==> src/rtl/deu_pkg.sv <==
// Shared types, constants and helpers of the digitizer event word unpacker.
package deu_pkg;

    // Number of groups the digitizer can carry in one event.
    localparam int NUM_GROUPS = 4;
    // Largest sample count that a group header may announce.
    localparam int MAX_SAMPLES = 1024;
    // Depth of the queue between the parser and the result sequencer.
    localparam int QUEUE_DEPTH = 4;
    localparam int QUEUE_AW = $clog2(QUEUE_DEPTH);

    // Header marker expected in bits 31..28 of header word 0.
    localparam logic [3:0] HEADER_MARKER = 4'ha;
    // Mask bits that belong to groups which can exist.
    localparam logic [3:0] GROUP_BITS = 4'((1 << NUM_GROUPS) - 1);
    // Reciprocal of three, scaled by 2**13, exact for 12-bit operands.
    localparam logic [11:0] RECIP3 = 12'd2731;

    // Result kinds.
    typedef enum logic [2:0] {
        KIND_CHAN_SAMPLE = 3'd0,
        KIND_TRIG_SAMPLE = 3'd1,
        KIND_GROUP_HDR   = 3'd2,
        KIND_FORMAT_ERR  = 3'd3,
        KIND_EVENT_HDR   = 3'd4,
        KIND_EVENT_END   = 3'd5
    } kind_t;

    // Parser phases.
    typedef enum logic [2:0] {
        PH_WAIT  = 3'd0,
        PH_MASK  = 3'd1,
        PH_EVNR  = 3'd2,
        PH_SKIP  = 3'd3,
        PH_GHDR  = 3'd4,
        PH_CHAN  = 3'd5,
        PH_TRIG  = 3'd6,
        PH_TRAIL = 3'd7
    } phase_t;

    // One result slot of a parsed word.
    typedef struct packed {
        logic [2:0]  channel;
        logic [9:0]  sample_index;
        logic [11:0] value;
    } deu_slot_t;

    // Everything the back end needs to emit the results of one word.
    typedef struct packed {
        kind_t            kind;
        logic [1:0]       group;
        logic             trigger_present;
        logic [21:0]      event_number;
        logic [27:0]      payload_length;
        logic [3:0]       enabled_groups;
        logic [1:0]       frequency;
        logic [9:0]       start_cell;
        logic [1:0]       count;
        deu_slot_t [2:0]  slots;
    } deu_entry_t;

    // Queue status seen by both ends.
    typedef struct packed {
        logic full;
        logic empty;
    } deu_queue_status_t;

    // First present group at or above 'from'; NUM_GROUPS when there is none.
    function automatic logic [2:0] next_group(logic [3:0] mask, logic [2:0] from);
        logic [2:0] g;
        g = 3'(NUM_GROUPS);
        for (int i = NUM_GROUPS - 1; i >= 0; i--)
        begin
            if ((i >= int'(from)) && mask[i])
            begin
                g = 3'(i);
            end
        end
        return g;
    endfunction

endpackage

==> src/rtl/digitizer_event_word_unpacker.sv <==
// Digitizer event word unpacker.
// The input channel (in_valid, in_ready, word, start_of_event) takes one
// 32-bit word of a digitizer event per transfer. The output channel
// (out_valid, out_ready and the result fields) delivers zero to three
// results per word: event header, group headers, unpacked 12-bit channel
// and trigger samples, event end and format errors; 'last' marks the final
// result of a word.
// A word is accepted in any cycle in which the four-entry queue between
// the parser and the result sequencer has room, so words flow at one per
// cycle while the output keeps pace. When the queue is empty, the first
// result of a word passes through its queue entry and then the output
// register before it is presented. The output side issues one result per
// cycle while out_ready is high, so a word that yields three results needs
// three transfers; that single output register sets the sustained rate.
// When the receiver stalls, the queue fills and in_ready drops once it is
// full. Reset clears the parser to wait for an event header, empties the
// queue and drops out_valid.
module digitizer_event_word_unpacker (
    input  logic        clk,
    input  logic        rst_n,
    input  logic        in_valid,
    output logic        in_ready,
    input  logic [31:0] word,
    input  logic        start_of_event,
    output logic        out_valid,
    input  logic        out_ready,
    output logic [2:0]  kind,
    output logic [1:0]  group,
    output logic [2:0]  channel,
    output logic [9:0]  sample_index,
    output logic [11:0] value,
    output logic [21:0] event_number,
    output logic [27:0] payload_length,
    output logic [3:0]  enabled_groups,
    output logic [1:0]  frequency,
    output logic [9:0]  start_cell,
    output logic        trigger_present,
    output logic        last
);

    deu_pkg::deu_queue_status_t q_status;
    deu_pkg::deu_entry_t        push_entry;
    deu_pkg::deu_entry_t        head;
    logic                       push;
    logic                       pop;

    // Parser.
    deu_front u_front (
        .clk            (clk),
        .rst_n          (rst_n),
        .in_valid       (in_valid),
        .in_ready       (in_ready),
        .word           (word),
        .start_of_event (start_of_event),
        .q_status       (q_status),
        .push           (push),
        .entry          (push_entry)
    );

    // Queue between parser and sequencer.
    deu_queue u_queue (
        .clk        (clk),
        .rst_n      (rst_n),
        .push       (push),
        .push_entry (push_entry),
        .pop        (pop),
        .head       (head),
        .status     (q_status)
    );

    // Result sequencer.
    deu_back u_back (
        .clk             (clk),
        .rst_n           (rst_n),
        .head            (head),
        .q_status        (q_status),
        .pop             (pop),
        .out_valid       (out_valid),
        .out_ready       (out_ready),
        .kind            (kind),
        .group           (group),
        .channel         (channel),
        .sample_index    (sample_index),
        .value           (value),
        .event_number    (event_number),
        .payload_length  (payload_length),
        .enabled_groups  (enabled_groups),
        .frequency       (frequency),
        .start_cell      (start_cell),
        .trigger_present (trigger_present),
        .last            (last)
    );

endmodule

==> src/rtl/deu_front.sv <==
// Front end: accepts stream words, tracks the event structure and turns
// each word that causes results into one queue entry describing them.
module deu_front (
    input  logic                       clk,
    input  logic                       rst_n,
    input  logic                       in_valid,
    output logic                       in_ready,
    input  logic [31:0]                word,
    input  logic                       start_of_event,
    input  deu_pkg::deu_queue_status_t q_status,
    output logic                       push,
    output deu_pkg::deu_entry_t        entry
);

    deu_pkg::phase_t phase_reg, phase_next;
    logic [27:0] length_reg, length_next;
    logic [3:0]  mask_reg, mask_next;
    logic [1:0]  group_reg, group_next;
    logic [10:0] count_reg, count_next;
    logic        known_reg, known_next;
    logic [10:0] cursor_reg, cursor_next;
    logic [1:0]  trip_reg, trip_next;
    logic [7:0]  carry_reg, carry_next;
    logic        trig_reg, trig_next;
    logic [1:0]  freq_reg, freq_next;
    logic [21:0] event_reg, event_next;

    logic        accept;
    logic [11:0] vals [3];
    logic [7:0]  carry_unpack;
    logic [1:0]  nvals;
    logic [2:0]  base;
    logic [23:0] div_prod;
    logic [10:0] hdr_count;
    logic [10:0] count_eff;
    logic [2:0]  grp_first;
    logic [2:0]  grp_after;
    logic [11:0] trig_k [3];
    logic [10:0] cursor_inc1;
    logic [10:0] cursor_inc8;

    assign in_ready = !q_status.full;
    assign accept   = in_valid && in_ready;

    // Unpack the 12-bit values carried by this word of a triplet.
    always_comb
    begin
        carry_unpack = carry_reg;
        vals[2]      = '0;
        unique case (trip_reg)
            2'd0:
            begin
                vals[0]      = word[11:0];
                vals[1]      = word[23:12];
                carry_unpack = word[31:24];
                nvals        = 2'd2;
                base         = 3'd0;
            end
            2'd1:
            begin
                vals[0]      = {word[3:0], carry_reg};
                vals[1]      = word[15:4];
                vals[2]      = word[27:16];
                carry_unpack = {4'd0, word[31:28]};
                nvals        = 2'd3;
                base         = 3'd2;
            end
            default:
            begin
                vals[0] = {word[7:0], carry_reg[3:0]};
                vals[1] = word[19:8];
                vals[2] = word[31:20];
                nvals   = 2'd3;
                base    = 3'd5;
            end
        endcase
    end

    // Sample count from the header word count, divided by three and clamped.
    assign div_prod  = {12'd0, word[11:0]} * {12'd0, deu_pkg::RECIP3};
    assign hdr_count = (div_prod[23:13] > 11'(deu_pkg::MAX_SAMPLES))
                     ? 11'(deu_pkg::MAX_SAMPLES) : div_prod[23:13];
    assign count_eff = known_reg ? count_reg : hdr_count;

    assign grp_first = deu_pkg::next_group(mask_reg, 3'd0);
    assign grp_after = deu_pkg::next_group(mask_reg, {1'b0, group_reg} + 3'd1);

    assign cursor_inc1 = cursor_reg + 11'd1;
    assign cursor_inc8 = cursor_reg + 11'd8;

    // Trigger sample positions of the slots in this word.
    always_comb
    begin
        for (int i = 0; i < 3; i++)
        begin
            trig_k[i] = {1'b0, cursor_reg} + 12'(base) + 12'(i);
        end
    end

    // Next state of the parser.
    always_comb
    begin
        phase_next  = phase_reg;
        length_next = length_reg;
        mask_next   = mask_reg;
        group_next  = group_reg;
        count_next  = count_reg;
        known_next  = known_reg;
        cursor_next = cursor_reg;
        trip_next   = trip_reg;
        carry_next  = carry_reg;
        trig_next   = trig_reg;
        freq_next   = freq_reg;
        event_next  = event_reg;
        if (start_of_event || phase_reg == deu_pkg::PH_WAIT)
        begin
            phase_next  = deu_pkg::PH_WAIT;
            length_next = '0;
            mask_next   = '0;
            group_next  = '0;
            count_next  = '0;
            known_next  = 1'b0;
            cursor_next = '0;
            trip_next   = '0;
            carry_next  = '0;
            trig_next   = 1'b0;
            freq_next   = '0;
            event_next  = '0;
            if (word[31:28] == deu_pkg::HEADER_MARKER)
            begin
                length_next = word[27:0];
                phase_next  = deu_pkg::PH_MASK;
            end
        end
        else
        begin
            unique case (phase_reg)
                deu_pkg::PH_MASK:
                begin
                    mask_next  = word[3:0] & deu_pkg::GROUP_BITS;
                    phase_next = deu_pkg::PH_EVNR;
                end
                deu_pkg::PH_EVNR:
                begin
                    event_next = word[21:0];
                    phase_next = deu_pkg::PH_SKIP;
                end
                deu_pkg::PH_SKIP:
                begin
                    if (grp_first == 3'(deu_pkg::NUM_GROUPS))
                    begin
                        phase_next = deu_pkg::PH_WAIT;
                    end
                    else
                    begin
                        group_next = grp_first[1:0];
                        phase_next = deu_pkg::PH_GHDR;
                    end
                end
                deu_pkg::PH_GHDR:
                begin
                    trig_next = word[12];
                    if (!known_reg)
                    begin
                        count_next = hdr_count;
                        freq_next  = word[17:16];
                        known_next = 1'b1;
                    end
                    cursor_next = '0;
                    trip_next   = '0;
                    carry_next  = '0;
                    phase_next  = (count_eff != 11'd0) ? deu_pkg::PH_CHAN
                                                       : deu_pkg::PH_TRAIL;
                end
                deu_pkg::PH_CHAN:
                begin
                    carry_next = carry_unpack;
                    if (trip_reg == 2'd0 || trip_reg == 2'd1)
                    begin
                        trip_next = trip_reg + 2'd1;
                    end
                    else
                    begin
                        trip_next   = '0;
                        cursor_next = cursor_inc1;
                        if (cursor_inc1 >= count_reg)
                        begin
                            cursor_next = '0;
                            phase_next  = trig_reg ? deu_pkg::PH_TRIG
                                                   : deu_pkg::PH_TRAIL;
                        end
                    end
                end
                deu_pkg::PH_TRIG:
                begin
                    carry_next = carry_unpack;
                    if (trip_reg == 2'd0 || trip_reg == 2'd1)
                    begin
                        trip_next = trip_reg + 2'd1;
                    end
                    else
                    begin
                        trip_next   = '0;
                        cursor_next = cursor_inc8;
                        if (cursor_inc8 >= count_reg)
                        begin
                            cursor_next = '0;
                            phase_next  = deu_pkg::PH_TRAIL;
                        end
                    end
                end
                deu_pkg::PH_TRAIL:
                begin
                    if (grp_after == 3'(deu_pkg::NUM_GROUPS))
                    begin
                        phase_next = deu_pkg::PH_WAIT;
                    end
                    else
                    begin
                        group_next = grp_after[1:0];
                        phase_next = deu_pkg::PH_GHDR;
                    end
                end
                default:
                begin
                    phase_next = deu_pkg::PH_WAIT;
                end
            endcase
        end
    end

    // Queue entry for this word: kind, result count and the slot contents.
    always_comb
    begin
        entry.kind       = deu_pkg::KIND_EVENT_END;
        entry.count      = 2'd0;
        entry.start_cell = '0;
        for (int i = 0; i < 3; i++)
        begin
            entry.slots[i].channel      = '0;
            entry.slots[i].sample_index = '0;
            entry.slots[i].value        = '0;
        end
        if (start_of_event || phase_reg == deu_pkg::PH_WAIT)
        begin
            entry.kind  = deu_pkg::KIND_FORMAT_ERR;
            entry.count = (word[31:28] == deu_pkg::HEADER_MARKER) ? 2'd0 : 2'd1;
        end
        else
        begin
            unique case (phase_reg)
                deu_pkg::PH_EVNR:
                begin
                    entry.kind  = deu_pkg::KIND_EVENT_HDR;
                    entry.count = 2'd1;
                end
                deu_pkg::PH_SKIP:
                begin
                    entry.kind  = deu_pkg::KIND_EVENT_END;
                    entry.count = (grp_first == 3'(deu_pkg::NUM_GROUPS)) ? 2'd1 : 2'd0;
                end
                deu_pkg::PH_TRAIL:
                begin
                    entry.kind  = deu_pkg::KIND_EVENT_END;
                    entry.count = (grp_after == 3'(deu_pkg::NUM_GROUPS)) ? 2'd1 : 2'd0;
                end
                deu_pkg::PH_GHDR:
                begin
                    entry.kind       = deu_pkg::KIND_GROUP_HDR;
                    entry.count      = 2'd1;
                    entry.start_cell = word[29:20];
                end
                deu_pkg::PH_CHAN:
                begin
                    entry.kind  = deu_pkg::KIND_CHAN_SAMPLE;
                    entry.count = nvals;
                    for (int i = 0; i < 3; i++)
                    begin
                        entry.slots[i].channel      = base + 3'(i);
                        entry.slots[i].sample_index = cursor_reg[9:0];
                        entry.slots[i].value        = vals[i];
                    end
                end
                deu_pkg::PH_TRIG:
                begin
                    // Slots beyond the sample count are always at the tail.
                    entry.kind  = deu_pkg::KIND_TRIG_SAMPLE;
                    entry.count = 2'({1'b0, (trig_k[0] < {1'b0, count_reg})}
                                   + {1'b0, (trig_k[1] < {1'b0, count_reg})}
                                   + {1'b0, (nvals == 2'd3)
                                            && (trig_k[2] < {1'b0, count_reg})});
                    for (int i = 0; i < 3; i++)
                    begin
                        entry.slots[i].sample_index = trig_k[i][9:0];
                        entry.slots[i].value        = vals[i];
                    end
                end
                default:
                begin
                    entry.count = 2'd0;
                end
            endcase
        end
        // Event values are those in force once this word has been taken.
        entry.event_number    = event_next;
        entry.payload_length  = length_next;
        entry.enabled_groups  = mask_next;
        entry.frequency       = freq_next;
        entry.group           = (entry.kind == deu_pkg::KIND_CHAN_SAMPLE
                                 || entry.kind == deu_pkg::KIND_TRIG_SAMPLE
                                 || entry.kind == deu_pkg::KIND_GROUP_HDR)
                              ? group_next : 2'd0;
        entry.trigger_present = (entry.kind == deu_pkg::KIND_CHAN_SAMPLE
                                 || entry.kind == deu_pkg::KIND_TRIG_SAMPLE
                                 || entry.kind == deu_pkg::KIND_GROUP_HDR)
                              ? trig_next : 1'b0;
    end

    assign push = accept && (entry.count != 2'd0);

    // Parser state registers.
    always_ff @(posedge clk or negedge rst_n)
    begin
        if (!rst_n)
        begin
            phase_reg  <= deu_pkg::PH_WAIT;
            length_reg <= '0;
            mask_reg   <= '0;
            group_reg  <= '0;
            count_reg  <= '0;
            known_reg  <= 1'b0;
            cursor_reg <= '0;
            trip_reg   <= '0;
            carry_reg  <= '0;
            trig_reg   <= 1'b0;
            freq_reg   <= '0;
            event_reg  <= '0;
        end
        else if (accept)
        begin
            phase_reg  <= phase_next;
            length_reg <= length_next;
            mask_reg   <= mask_next;
            group_reg  <= group_next;
            count_reg  <= count_next;
            known_reg  <= known_next;
            cursor_reg <= cursor_next;
            trip_reg   <= trip_next;
            carry_reg  <= carry_next;
            trig_reg   <= trig_next;
            freq_reg   <= freq_next;
            event_reg  <= event_next;
        end
    end

endmodule

==> src/rtl/deu_queue.sv <==
// Short first-in first-out queue of parsed word entries.
module deu_queue (
    input  logic                       clk,
    input  logic                       rst_n,
    input  logic                       push,
    input  deu_pkg::deu_entry_t        push_entry,
    input  logic                       pop,
    output deu_pkg::deu_entry_t        head,
    output deu_pkg::deu_queue_status_t status
);

    deu_pkg::deu_entry_t store [deu_pkg::QUEUE_DEPTH];
    logic [deu_pkg::QUEUE_AW-1:0] wr_ptr_reg, rd_ptr_reg;
    logic [deu_pkg::QUEUE_AW:0]   fill_reg, fill_next;

    assign status.full  = (fill_reg == (deu_pkg::QUEUE_AW+1)'(deu_pkg::QUEUE_DEPTH));
    assign status.empty = (fill_reg == '0);
    assign head         = store[rd_ptr_reg];

    // Fill level follows the pushes and pops of each cycle.
    always_comb
    begin
        fill_next = fill_reg;
        if (push && !pop)
        begin
            fill_next = fill_reg + 1'b1;
        end
        else if (pop && !push)
        begin
            fill_next = fill_reg - 1'b1;
        end
    end

    // Pointers and fill level.
    always_ff @(posedge clk or negedge rst_n)
    begin
        if (!rst_n)
        begin
            wr_ptr_reg <= '0;
            rd_ptr_reg <= '0;
            fill_reg   <= '0;
        end
        else
        begin
            if (push)
            begin
                wr_ptr_reg <= (deu_pkg::QUEUE_AW)'((32'(wr_ptr_reg) + 1)
                                                   % deu_pkg::QUEUE_DEPTH);
            end
            if (pop)
            begin
                rd_ptr_reg <= (deu_pkg::QUEUE_AW)'((32'(rd_ptr_reg) + 1)
                                                   % deu_pkg::QUEUE_DEPTH);
            end
            fill_reg <= fill_next;
        end
    end

    // Entry storage.
    always_ff @(posedge clk)
    begin
        if (push)
        begin
            store[wr_ptr_reg] <= push_entry;
        end
    end

endmodule

==> src/rtl/deu_back.sv <==
// Back end: walks the slots of the head entry and presents one result per
// transfer from an output register.
module deu_back (
    input  logic                       clk,
    input  logic                       rst_n,
    input  deu_pkg::deu_entry_t        head,
    input  deu_pkg::deu_queue_status_t q_status,
    output logic                       pop,
    output logic                       out_valid,
    input  logic                       out_ready,
    output logic [2:0]                 kind,
    output logic [1:0]                 group,
    output logic [2:0]                 channel,
    output logic [9:0]                 sample_index,
    output logic [11:0]                value,
    output logic [21:0]                event_number,
    output logic [27:0]                payload_length,
    output logic [3:0]                 enabled_groups,
    output logic [1:0]                 frequency,
    output logic [9:0]                 start_cell,
    output logic                       trigger_present,
    output logic                       last
);

    logic        valid_reg, valid_next;
    logic [1:0]  slot_reg, slot_next;
    logic        load;
    logic        slot_last;
    deu_pkg::deu_slot_t cur_slot;

    logic [2:0]  kind_reg;
    logic [1:0]  group_reg;
    logic [2:0]  channel_reg;
    logic [9:0]  index_reg;
    logic [11:0] value_reg;
    logic [21:0] event_reg;
    logic [27:0] length_reg;
    logic [3:0]  mask_reg;
    logic [1:0]  freq_reg;
    logic [9:0]  icell_reg;
    logic        trig_reg;
    logic        last_reg;

    // A new result is loaded whenever the queue holds an entry and the output register is free or drains.
    assign load      = !q_status.empty && (!valid_reg || out_ready);
    assign slot_last = (slot_reg == head.count - 2'd1);
    assign pop       = load && slot_last;
    assign cur_slot  = head.slots[slot_reg];

    always_comb
    begin
        slot_next  = slot_reg;
        valid_next = valid_reg;
        if (load)
        begin
            valid_next = 1'b1;
            slot_next  = slot_last ? 2'd0 : slot_reg + 2'd1;
        end
        else if (out_ready)
        begin
            valid_next = 1'b0;
        end
    end

    // Handshake state.
    always_ff @(posedge clk or negedge rst_n)
    begin
        if (!rst_n)
        begin
            valid_reg <= 1'b0;
            slot_reg  <= '0;
        end
        else
        begin
            valid_reg <= valid_next;
            slot_reg  <= slot_next;
        end
    end

    // Result payload register.
    always_ff @(posedge clk)
    begin
        if (load)
        begin
            kind_reg    <= head.kind;
            group_reg   <= head.group;
            channel_reg <= cur_slot.channel;
            index_reg   <= cur_slot.sample_index;
            value_reg   <= cur_slot.value;
            event_reg   <= head.event_number;
            length_reg  <= head.payload_length;
            mask_reg    <= head.enabled_groups;
            freq_reg    <= head.frequency;
            icell_reg   <= head.start_cell;
            trig_reg    <= head.trigger_present;
            last_reg    <= slot_last;
        end
    end

    assign out_valid       = valid_reg;
    assign kind            = kind_reg;
    assign group           = group_reg;
    assign channel         = channel_reg;
    assign sample_index    = index_reg;
    assign value           = value_reg;
    assign event_number    = event_reg;
    assign payload_length  = length_reg;
    assign enabled_groups  = mask_reg;
    assign frequency       = freq_reg;
    assign start_cell      = icell_reg;
    assign trigger_present = trig_reg;
    assign last            = last_reg;

endmodule

==> config.mk <==
export PLATFORM = sky130hd
export DESIGN_NAME = digitizer_event_word_unpacker
export DESIGN_NICKNAME = d
export VERILOG_FILES = /design/src/rtl/deu_pkg.sv /design/src/rtl/digitizer_event_word_unpacker.sv /design/src/rtl/deu_front.sv /design/src/rtl/deu_queue.sv /design/src/rtl/deu_back.sv
export SDC_FILE = /design/constraint.sdc
export NUM_CORES = 1
export LEC_CHECK = 0
export BUFFER_PORTS_ARGS = -buffer_cell sky130_fd_sc_hd__buf_2
export CORE_UTILIZATION = 45
export CTS_CLUSTER_SIZE = 16
export DETAILED_ROUTE_END_ITERATION = 8
export PLACE_DENSITY = 0.68
export REMOVE_ABC_BUFFERS = 1
export SYNTH_ARGS = -nofsm -noshare
export SYNTH_HDL_FRONTEND = slang
export SYNTH_SLANG_ARGS = --single-unit
==> constraint.sdc <==
create_clock -name clk -period 22.5 [get_ports clk]
set_input_delay 2.25 -clock clk [delete_from_list [all_inputs] [get_ports clk]]
set_output_delay 2.25 -clock clk [all_outputs]
set_load 0.02 [all_outputs]
==> impl_metrics.yaml, run 1 <==
status:
  status: "completed"
floorplan:
  dieArea_um2: 80600
  pin_count: 137
  fp-row-count: 102
  start_util_pct: 45.8
  die_h_um: 284
  die_x_um: 284
  core-area_um2: 78000
global_routing:
  grt_usage_pct: 21.4
  grt_pass1_vias: 21665
  overflow: 0
  grt_max_degree: 67
  grt_pass1_wl_mm: 131
  antenna_found_initial: 2
final_layout:
  nets: 2743
  layout-drive-gt1-share_pct: 19.0
  regArea_um2: 22900
  finish.utilization_pct: 51.4
  fillers: 6419
  fin_area_um2: 40100
  syn2layout_area_growth_pct: 12.2
  multi_input_area_um2: 11900
  largest_reg_flops: 576
route:
  wl_mm: 85.5
  viasPerCell: 5.80
  wire_per_inst_um: 23.6
  ant_nets: 0
  drt-initial-drc-count: 1747
  drc: 0
  num_vias: 21058
  dr.pass1.iters: 5
placement:
  place_congestion: 0.860
  dpl-instance-area_um2: 37500
  hpwlAfterDp_mm: 53.9
  portBuffers: 136
worst_hold_path:
  hold_depth: 2
  min_path_type: "flop to flop"
  hold_end: "u_front.freq_reg[0]"
  hold_start: "u_front.freq_reg[0]"
critical_path:
  worstPathRequired_ps: 22750
  cp_slowest_cell: "buf_4"
  reg2reg_to: "u_queue.store[0][51]"
  critPathLaunchType: "flop"
  cp_top_family: "compound AO/OA/AOI/OAI gates"
  reg2regPathDepth: 25
  critPathKind: "flop to flop"
  cp_slowest_stage_delay_ps: 810
  crit_path_end_kind: "flop"
  worst-path-buf-inv: 3
  critical_path.startpoint: "u_front.trip_reg[1]"
  path_common_cell: "ha_1"
  critPathArrivalTime_ps: 8100
  crit_fanout: 57
  rr_startpoint: "u_front.trip_reg[1]"
  r2r_setup_slack_ps: 14640
clock_network:
  cts.reportedPaths.clkPinSlew_ps: 60
  cts_resized: 0
  htreeDepth: 3
  insertion_delay_ps: 640
  cts-root-buf: "clkbuf_16"
  cts_tree: "done"
  postCtsHoldBufs: 0
  clockBufferDepth: 3
  post-cts-setup-buffer-count: 0
  numCtsBuffers: 79
  clock_sinks: 779
timing:
  fin_skew_ps: 49.3
  worstMarginPinSlew_ps: 1050
  fmax_mhz: 127
  tns_ps: 0
  finalMaxSlewViolations: 0
  hold_viol: 0
  period_needed_ps: 7860
  setup-violations-final: 0
  fin_crit_sh_pct: 34.9
  slew-limit-headroom_pct: 29.8
  rsz0062_at_grt: "no"
logic_synthesis:
  synth_seq_cells: 779
  synth.largest_area_cell: "edfxtp_1"
  netlist_top_cells_count: "edfxtp_1, nand2_1, mux4_2, ha_1, inv_1"
  yosys.cell_types.count: 88
  ys.flop_type: "edfxtp_1"
  syn_area_um2: 35700
  synth_top_area_share_pct: 56.6
  synthTopCellsByArea: "edfxtp_1, mux4_2, dfrtp_1"
  postSynthCellCount: 2391
  ys_async_sr_fraction_pct: 13.5
  syn-mean-instance-area_um2: 15.0
  ys_warn_count: 0
  yosysSeqAreaShare_pct: 64.0
  synth_most_common_cell: "edfxtp_1"
  synth-edff-count: 674
power:
  power.density_nw_per_um2: 122
  power_uw: 4910
  ir_worst_vdd_mv: 0.0782
  p_leak_uw: 0.0151
job:
  maxCapViolations: 0
-- worst max path at each step --
stage                                  endpoint  slack, ps  cells after the start
after global placement    u_queue.store[0][100]      14570                     25
after floorplan             u_queue.store[0][0]      13130                     21
after global routing       u_queue.store[0][25]      14100                     25
after CTS                  u_queue.store[0][27]      14560                     25
after detailed placement  u_queue.store[0][103]      14610                     25
final                      u_queue.store[0][51]      14640                     25
-- worst min-delay path, stage by stage (launching register included) --
cell and delay [ps]:
dfrtp_1 340, nand2_1 50, nand2_1 60
-- layout make-up --
cell class                      count  area share (%)
Sequential cell                   779            57.0
Multi-Input combinational cell   1352            29.6
Clock buffer                      110            5.40
Tap cell                         1040            3.24
Timing Repair Buffer              171            2.36
Inverter                          139            1.31
Clock inverter                     38            1.02
Antenna cell                        1         0.00624
-- metrics by stage --
| stage | instances | hold slack [ps] | worst slack [ps] |
|---|---|---|---|
| 5_1_grt | 3629 | 499 | 14100 |
| 3_3_place_gp | 3481 | 457 | 14570 |
| 2_1_floorplan | 2270 | 444 | 13130 |
| 6_report | 3630 | 479 | 14640 |
| 4_1_cts | 3629 | 479 | 14560 |
| 3_5_place_dp | 3481 | 464 | 14610 |
-- layout by cell type, fill, tap and decap left out, types with 11 or more instances in the layout --
master and count:
buf_2 135, buf_4 36, nor2_1 122, edfxtp_1 674
clkbuf_1 25, nor3_1 17, xor2_1 20, and3_1 21
nand2b_1 22, a21oi_1 96, ha_1 142, nand2_1 277
o22ai_1 27, a21o_1 13, o21ai_0 57, clkinv_2 13
dfrtp_1 102, mux2i_1 49, mux2_2 30, a211oi_1 13
clkinv_1 11, inv_1 137, xnor2_1 39, clkbuf_16 80
a22o_1 17, mux4_2 143, nand3_1 45, nand4_1 16
fa_1 42, a22oi_1 13
-- cells by family after synthesis --
family	Yosys count	share of synthesized area (%)
AO/OA/AOI/OAI	309	5.66
XOR/XNOR	62	1.61
adder cells (fa/ha/maj)	184	7.32
buffers and inverters	260	2.93
flip-flops	779	64.0
multiplexers	223	11.4
AND/OR/NAND/NOR	574	7.15
-- power by group --
part	switching (uW)	internal, uW
clock	558	720
combinational	956	600
sequential	137	1940
total	1650	3260
-- per-layer routing --
layer  vias to the layer above  track usage (%)  wire length (um)
met5                         -                0                 0
met4                         0             6.58              2110
met3                       146             3.43              5940
met2                       791             35.5             42000
met1                     10857             29.0             35500
li1                       9264                -                 -
No activity file was read; power rests on OpenSTA's default activity.
==> run 2, diff against run 1 <==
==> constraint.sdc (replaced) <==
create_clock -name clk -period 7.35 [get_ports clk]
set_input_delay 0.735 -clock clk [delete_from_list [all_inputs] [get_ports clk]]
set_output_delay 0.735 -clock clk [all_outputs]
set_load 0.02 [all_outputs]
==> run 2 against run 1 <==
  * Core utilization up 0.22 points
  * First-iteration DRC count grew 5.6%
  * Combinational power grew to 3.1 times the previous value
  * Register-to-register slack lost 14000 ps
  * Clock power rose to 3.2 times the previous value
  * Via count up 0.19%
  * Global-route usage up 0.48 points
  * Final cell count about the same
  * Sequential share of layout area decreased by 0.24 points
  * Die area is the same
  * Critical endpoint is now u_queue.store[1][19]
==> impl_metrics.yaml, run 2 (synthesized netlist as in run 1, its figures left out) <==
critical_path:
  crit_fanout: 118
  critPathKind: "flop to flop"
  critPathLaunchType: "flop"
  worstPathRequired_ps: 7600
  critPathArrivalTime_ps: 7170
  crit_path_end_kind: "flop"
final_layout:
  largest_reg_flops: 576
  syn2layout_area_growth_pct: 12.7
  nets: 2745
  fin_area_um2: 40300
  mostFrequentLayoutCell: "edfxtp_1"
  layout-drive-gt1-share_pct: 19.1
  final_cell_mix: "edfxtp_1, nand2_1, mux4_2"
  multi_input_area_um2: 11900
  finish.utilization_pct: 51.7
  regArea_um2: 22900
  fillers: 6410
placement:
  hpwlAfterDp_mm: 54.2
  dpl-instance-area_um2: 37600
  place_congestion: 0.855
  dp_slack_ps: 238
  portBuffers: 136
clock_network:
  clock_sinks: 779
  post-cts-setup-buffer-count: 0
  numCtsBuffers: 79
  cts.reportedPaths.clkPinSlew_ps: 60
  insertion_delay_ps: 650
  cts-root-buf: "clkbuf_16"
  cts_tree: "done"
  clockBufferDepth: 3
  htreeDepth: 3
route:
  ant_nets: 0
  wl_mm: 87.5
  num_vias: 21097
  drc: 0
  viasPerCell: 5.81
  dr.pass1.iters: 7
  wire_per_inst_um: 24.1
  drt-initial-drc-count: 1845
floorplan:
  start_util_pct: 45.8
  fp-row-count: 102
  dieArea_um2: 80600
  die_x_um: 284
  pin_count: 137
  die_h_um: 284
  core-area_um2: 78000
worst_hold_path:
  min_path_type: "input port to async pin"
timing:
  finalMaxSlewViolations: 0
  rsz0062_at_grt: "no"
  fin_crit_sh_pct: 94.1
  worstMarginPinSlew_ps: 1160
  setup-violations-final: 0
  hold_viol: 0
  fin_skew_ps: 39.1
  period_needed_ps: 6920
  fmax_mhz: 145
  slew-limit-headroom_pct: 22.3
  setup_ws_ps: 434
job:
  maxCapViolations: 0
global_routing:
  grt_usage_pct: 21.9
  grt_pass1_vias: 21923
  grt_pass1_wl_mm: 135
  antenna_found_initial: 2
  grt_max_degree: 119
  overflow: 0
power:
  p_leak_uw: 0.0151
  power.density_nw_per_um2: 378
  power_uw: 15200
  ir_worst_vdd_mv: 0.217
status:
  status: "completed"
[run 2: cell type report]
class                   instances  share of cell area, %
flip-flops and latches        779                   56.8
repair buffers                171                   2.46
clock buffers                 101                   5.21
diodes                          1                0.00621
multi-input cells            1354                   29.6
clock inverters                44                   1.43
inverters                     139                   1.31
well taps                    1040                   3.23
[run 2: final timing paths]
kind,start,endpoint,slack [ps],cells after the start
setup / recovery,u_front.trip_reg[1],u_queue.store[1][19],430,21
hold / removal,rst_n,u_front.length_reg[6],120,1
setup reg to reg,u_front.trip_reg[1],u_queue.store[1][19],430,21
hold reg to reg,u_front.event_reg[4],u_front.event_reg[4],480,2
max in group asynchronous,rst_n,u_front.trip_reg[1],5640,2
min in group clk,out_ready,u_back.out_valid,300,2
[run 2: critical path: stages (launching register included)]
cell	delay (ps)
dfrtp_2	400
nand2b_1	230
xnor2_1	200
ha_1	230
a21o_1	130
a21oi_2	100
nor4_1	580
or2_1	410
nand4_1	220
nor3_1	290
xnor2_1	110
ha_1	310
and3_1	180
o2111ai_1	150
o311a_1	190
fa_1	570
nand3b_1	110
a21oi_1	100
o32ai_2	430
o21a_2	380
and2_4	500
buf_16	550
[run 2: what timing repair did]
item / 4_1_cts / 5_1_grt
resized for setup: 0 / 2
hold endpoints to repair: 0 / 0
setup endpoints to repair: 0 / 169
hold buffers: 0 / 0
[run 2: metrics by stage]
stage	setup TNS (ps)	hold slack, ps	instances
after floorplan	-1164060	439	2270
after global placement	0	457	3481
after detailed placement	0	464	3481
after CTS	0	111	3626
after global routing	0	142	3628
final	0	122	3629
[run 2: metal layers]
| layer | routed length, um | vias to the layer above | part of all wire [%] | GRT usage [%] |
|---|---|---|---|---|
| met5 | 13 | - | 0.015 | 0 |
| met2 | 42700 | 705 | 49 | 36.1 |
| li1 | - | 9268 | - | - |
| met3 | 5030 | 136 | 5.7 | 3.15 |
| met4 | 1870 | 2 | 2.1 | 5.81 |
| met1 | 37900 | 10986 | 43 | 30.5 |
[run 2: power by group]
part	switching (uW)	internal, uW	leakage [uW]
clock	1750	2370	0.00129
combinational	2940	1850	0.00599
sequential	374	5930	0.00786
total	5060	10200	0.0151
==> run 3, diff against run 2 <==
--- a/config.mk
+++ b/config.mk
@@ -9,7 +9,7 @@
 export CORE_UTILIZATION = 45
 export CTS_CLUSTER_SIZE = 16
 export DETAILED_ROUTE_END_ITERATION = 8
-export PLACE_DENSITY = 0.68
+export PLACE_DENSITY = 0.7
 export REMOVE_ABC_BUFFERS = 1
 export SYNTH_ARGS = -nofsm -noshare
 export SYNTH_HDL_FRONTEND = slang
==> constraint.sdc (replaced) <==
create_clock -name clk -period 6.33 [get_ports clk]
set_input_delay 0.633 -clock clk [delete_from_list [all_inputs] [get_ports clk]]
set_output_delay 0.633 -clock clk [all_outputs]
set_load 0.02 [all_outputs]
==> run 3 against run 2 <==
  * Total power increased by 17%
  * Clock-buffer cell count grew 1
  * Die area did not move
  * Sequential power rose by 16%
  * Non-clock buffer count rose by 30
  * Worst setup slack worse by 180 ps
  * Clock skew is 9.3 ps lower
  * Sequential share of layout area down 0.59 points
  * Clock power grew 13%
  * Critical path type unchanged
  * Largest cell class unchanged
  * Highest routed layer unchanged
==> impl_metrics.yaml, run 3 (synthesized netlist as in run 1, its figures left out) <==
clock_network:
  numCtsBuffers: 78
  htreeDepth: 3
  cts-root-buf: "clkbuf_16"
  insertion_delay_ps: 640
  clockBufferDepth: 3
  postCtsHoldBufs: 0
  clock_sinks: 779
  cts.reportedPaths.clkPinSlew_ps: 60
  cts_tree: "done"
status:
  status: "completed"
global_routing:
  antenna_found_initial: 4
  grt_max_degree: 111
  overflow: 0
  grt_usage_pct: 22.3
  grt_pass1_wl_mm: 136
  grt_pass1_vias: 21982
power:
  ir_worst_vdd_mv: 0.362
  power.density_nw_per_um2: 436
  p_leak_uw: 0.0153
final_layout:
  multi_input_area_um2: 12000
  fillers: 6228
  instances_no_fill: 3659
  layout-drive-gt1-share_pct: 20.6
  final_cell_mix: "edfxtp_1, nand2_1, mux4_2"
  largest_reg_flops: 576
  syn2layout_area_growth_pct: 13.9
  nets: 2772
  mostFrequentLayoutCell: "edfxtp_1"
  regArea_um2: 22900
floorplan:
  pin_count: 137
  die_x_um: 284
  dieArea_um2: 80600
  die_h_um: 284
  fp-row-count: 102
  core-area_um2: 78000
  start_util_pct: 45.8
critical_path:
  critPathArrivalTime_ps: 6580
  worstPathRequired_ps: 6830
  critPathKind: "flop to flop"
  crit_cells: 25
  r2r_setup_slack_ps: 250
  cp_slowest_stage_delay_ps: 480
  crit_path_end_kind: "flop"
  critPathLaunchType: "flop"
  rr_startpoint: "u_front.trip_reg[1]"
  cp_top_family: "compound AO/OA/AOI/OAI gates"
  crit_fanout: 11
  reg2reg_to: "u_queue.fill_reg[1]"
  reg2regPathDepth: 25
  cp_slowest_cell: "fa_1"
  path_common_cell: "ha_1"
  worst-path-buf-inv: 3
route:
  num_vias: 21428
  wl_mm: 89.5
  drc: 0
  wire_per_inst_um: 24.5
  viasPerCell: 5.86
  ant_nets: 0
  drt-initial-drc-count: 2104
  dr.pass1.iters: 5
worst_hold_path:
  min_path_type: "input port to async pin"
placement:
  dp_slack_ps: 124
  place_congestion: 0.852
  portBuffers: 136
  placed_cells: 3510
  hpwlAfterDp_mm: 57.4
timing:
  fin_crit_sh_pct: 96.1
  worstMarginPinSlew_ps: 1040
  period_needed_ps: 6080
  fin_hold_ws_ps: 122
  finalMaxSlewViolations: 0
  slew-limit-headroom_pct: 30.6
  fin_skew_ps: 29.8
  setup_ws_ps: 250
  setup-violations-final: 0
  fmax_mhz: 164
  hold_viol: 0
job:
  maxCapViolations: 0
-- run 3: cell types whose count changed in the layout (fill, tap and decap cells not counted), sizes merged, moves of 2 or more --
cell	before	now
clkinvlp	1	5
and2	11	9
inv	140	146
buf	171	201
bufinv	9	7
clkinv	33	25
-- run 3: cell type report --
| class | instances | share of cell area (%) |
|---|---|---|
| multi-input combinational | 1352 | 29.4 |
| timing repair buffer | 201 | 3.56 |
| inverter | 139 | 1.29 |
| clock inverter | 44 | 1.19 |
| tap | 1040 | 3.20 |
| antenna | 2 | 0.0123 |
| clock buffer | 102 | 5.17 |
| sequential | 779 | 56.2 |
-- run 3: repair_timing --
| item | 4_1_cts | 5_1_grt |
|---|---|---|
| setup buffers | 0 | 1 |
| hold endpoints to repair | 0 | 0 |
| resized for setup | 0 | 14 |
| setup endpoints to repair | 0 | 574 |
-- run 3: worst register-to-register path: cells and delay by family (launching register included) --
| kind | cells | cell delay, ps |
|---|---|---|
| xor+xnor | 2 | 260 |
| mux | 1 | 280 |
| flops | 1 | 410 |
| simple gates | 5 | 1030 |
| fa+ha+maj | 5 | 1600 |
| buf+inv | 3 | 440 |
| compound gates | 9 | 1930 |
-- run 3: worst max path at each step --
stage / start / end / slack [ps]
2_1_floorplan: u_front.trip_reg[1] / u_queue.store[0][0] / -3040
3_3_place_gp: u_front.trip_reg[1] / u_queue.fill_reg[1] / 180
5_1_grt: u_front.trip_reg[1] / u_queue.fill_reg[1] / -10
3_5_place_dp: u_front.trip_reg[1] / u_queue.store[2][145] / 120
6_report: u_front.trip_reg[1] / u_queue.fill_reg[1] / 250
4_1_cts: u_front.trip_reg[1] / u_queue.store[2][68] / 90
-- run 3: routing by layer --
layer | global-route usage, % | up-vias | wire (um)
met5 | 0 | - | 29
met4 | 6.73 | 4 | 2090
met3 | 3.26 | 138 | 6260
met2 | 36.4 | 942 | 43600
met1 | 31.1 | 11017 | 37500
li1 | - | 9327 | -
-- run 3: power breakdown --
| group | total [uW] | leakage (uW) | internal, uW | switching, uW |
|---|---|---|---|---|
| combinational | 5730 | 0.00620 | 2260 | 3470 |
| sequential | 7340 | 0.00786 | 6880 | 458 |
| clock | 4660 | 0.00126 | 2670 | 1990 |
-- run 3: per-stage QoR --
step / TNS (ps) / area, um2 / power [uW] / util, %
after global routing: -10.7 / 40700 / 18500 / 52.2
after floorplan: -1780280 / 35200 / 11600 / -
after CTS: 0 / 40600 / 17900 / 52.1
after global placement: 0 / 38000 / 13100 / 48.8
final: 0 / 40700 / 17700 / 52.2
after detailed placement: 0 / 38000 / 13200 / 48.8
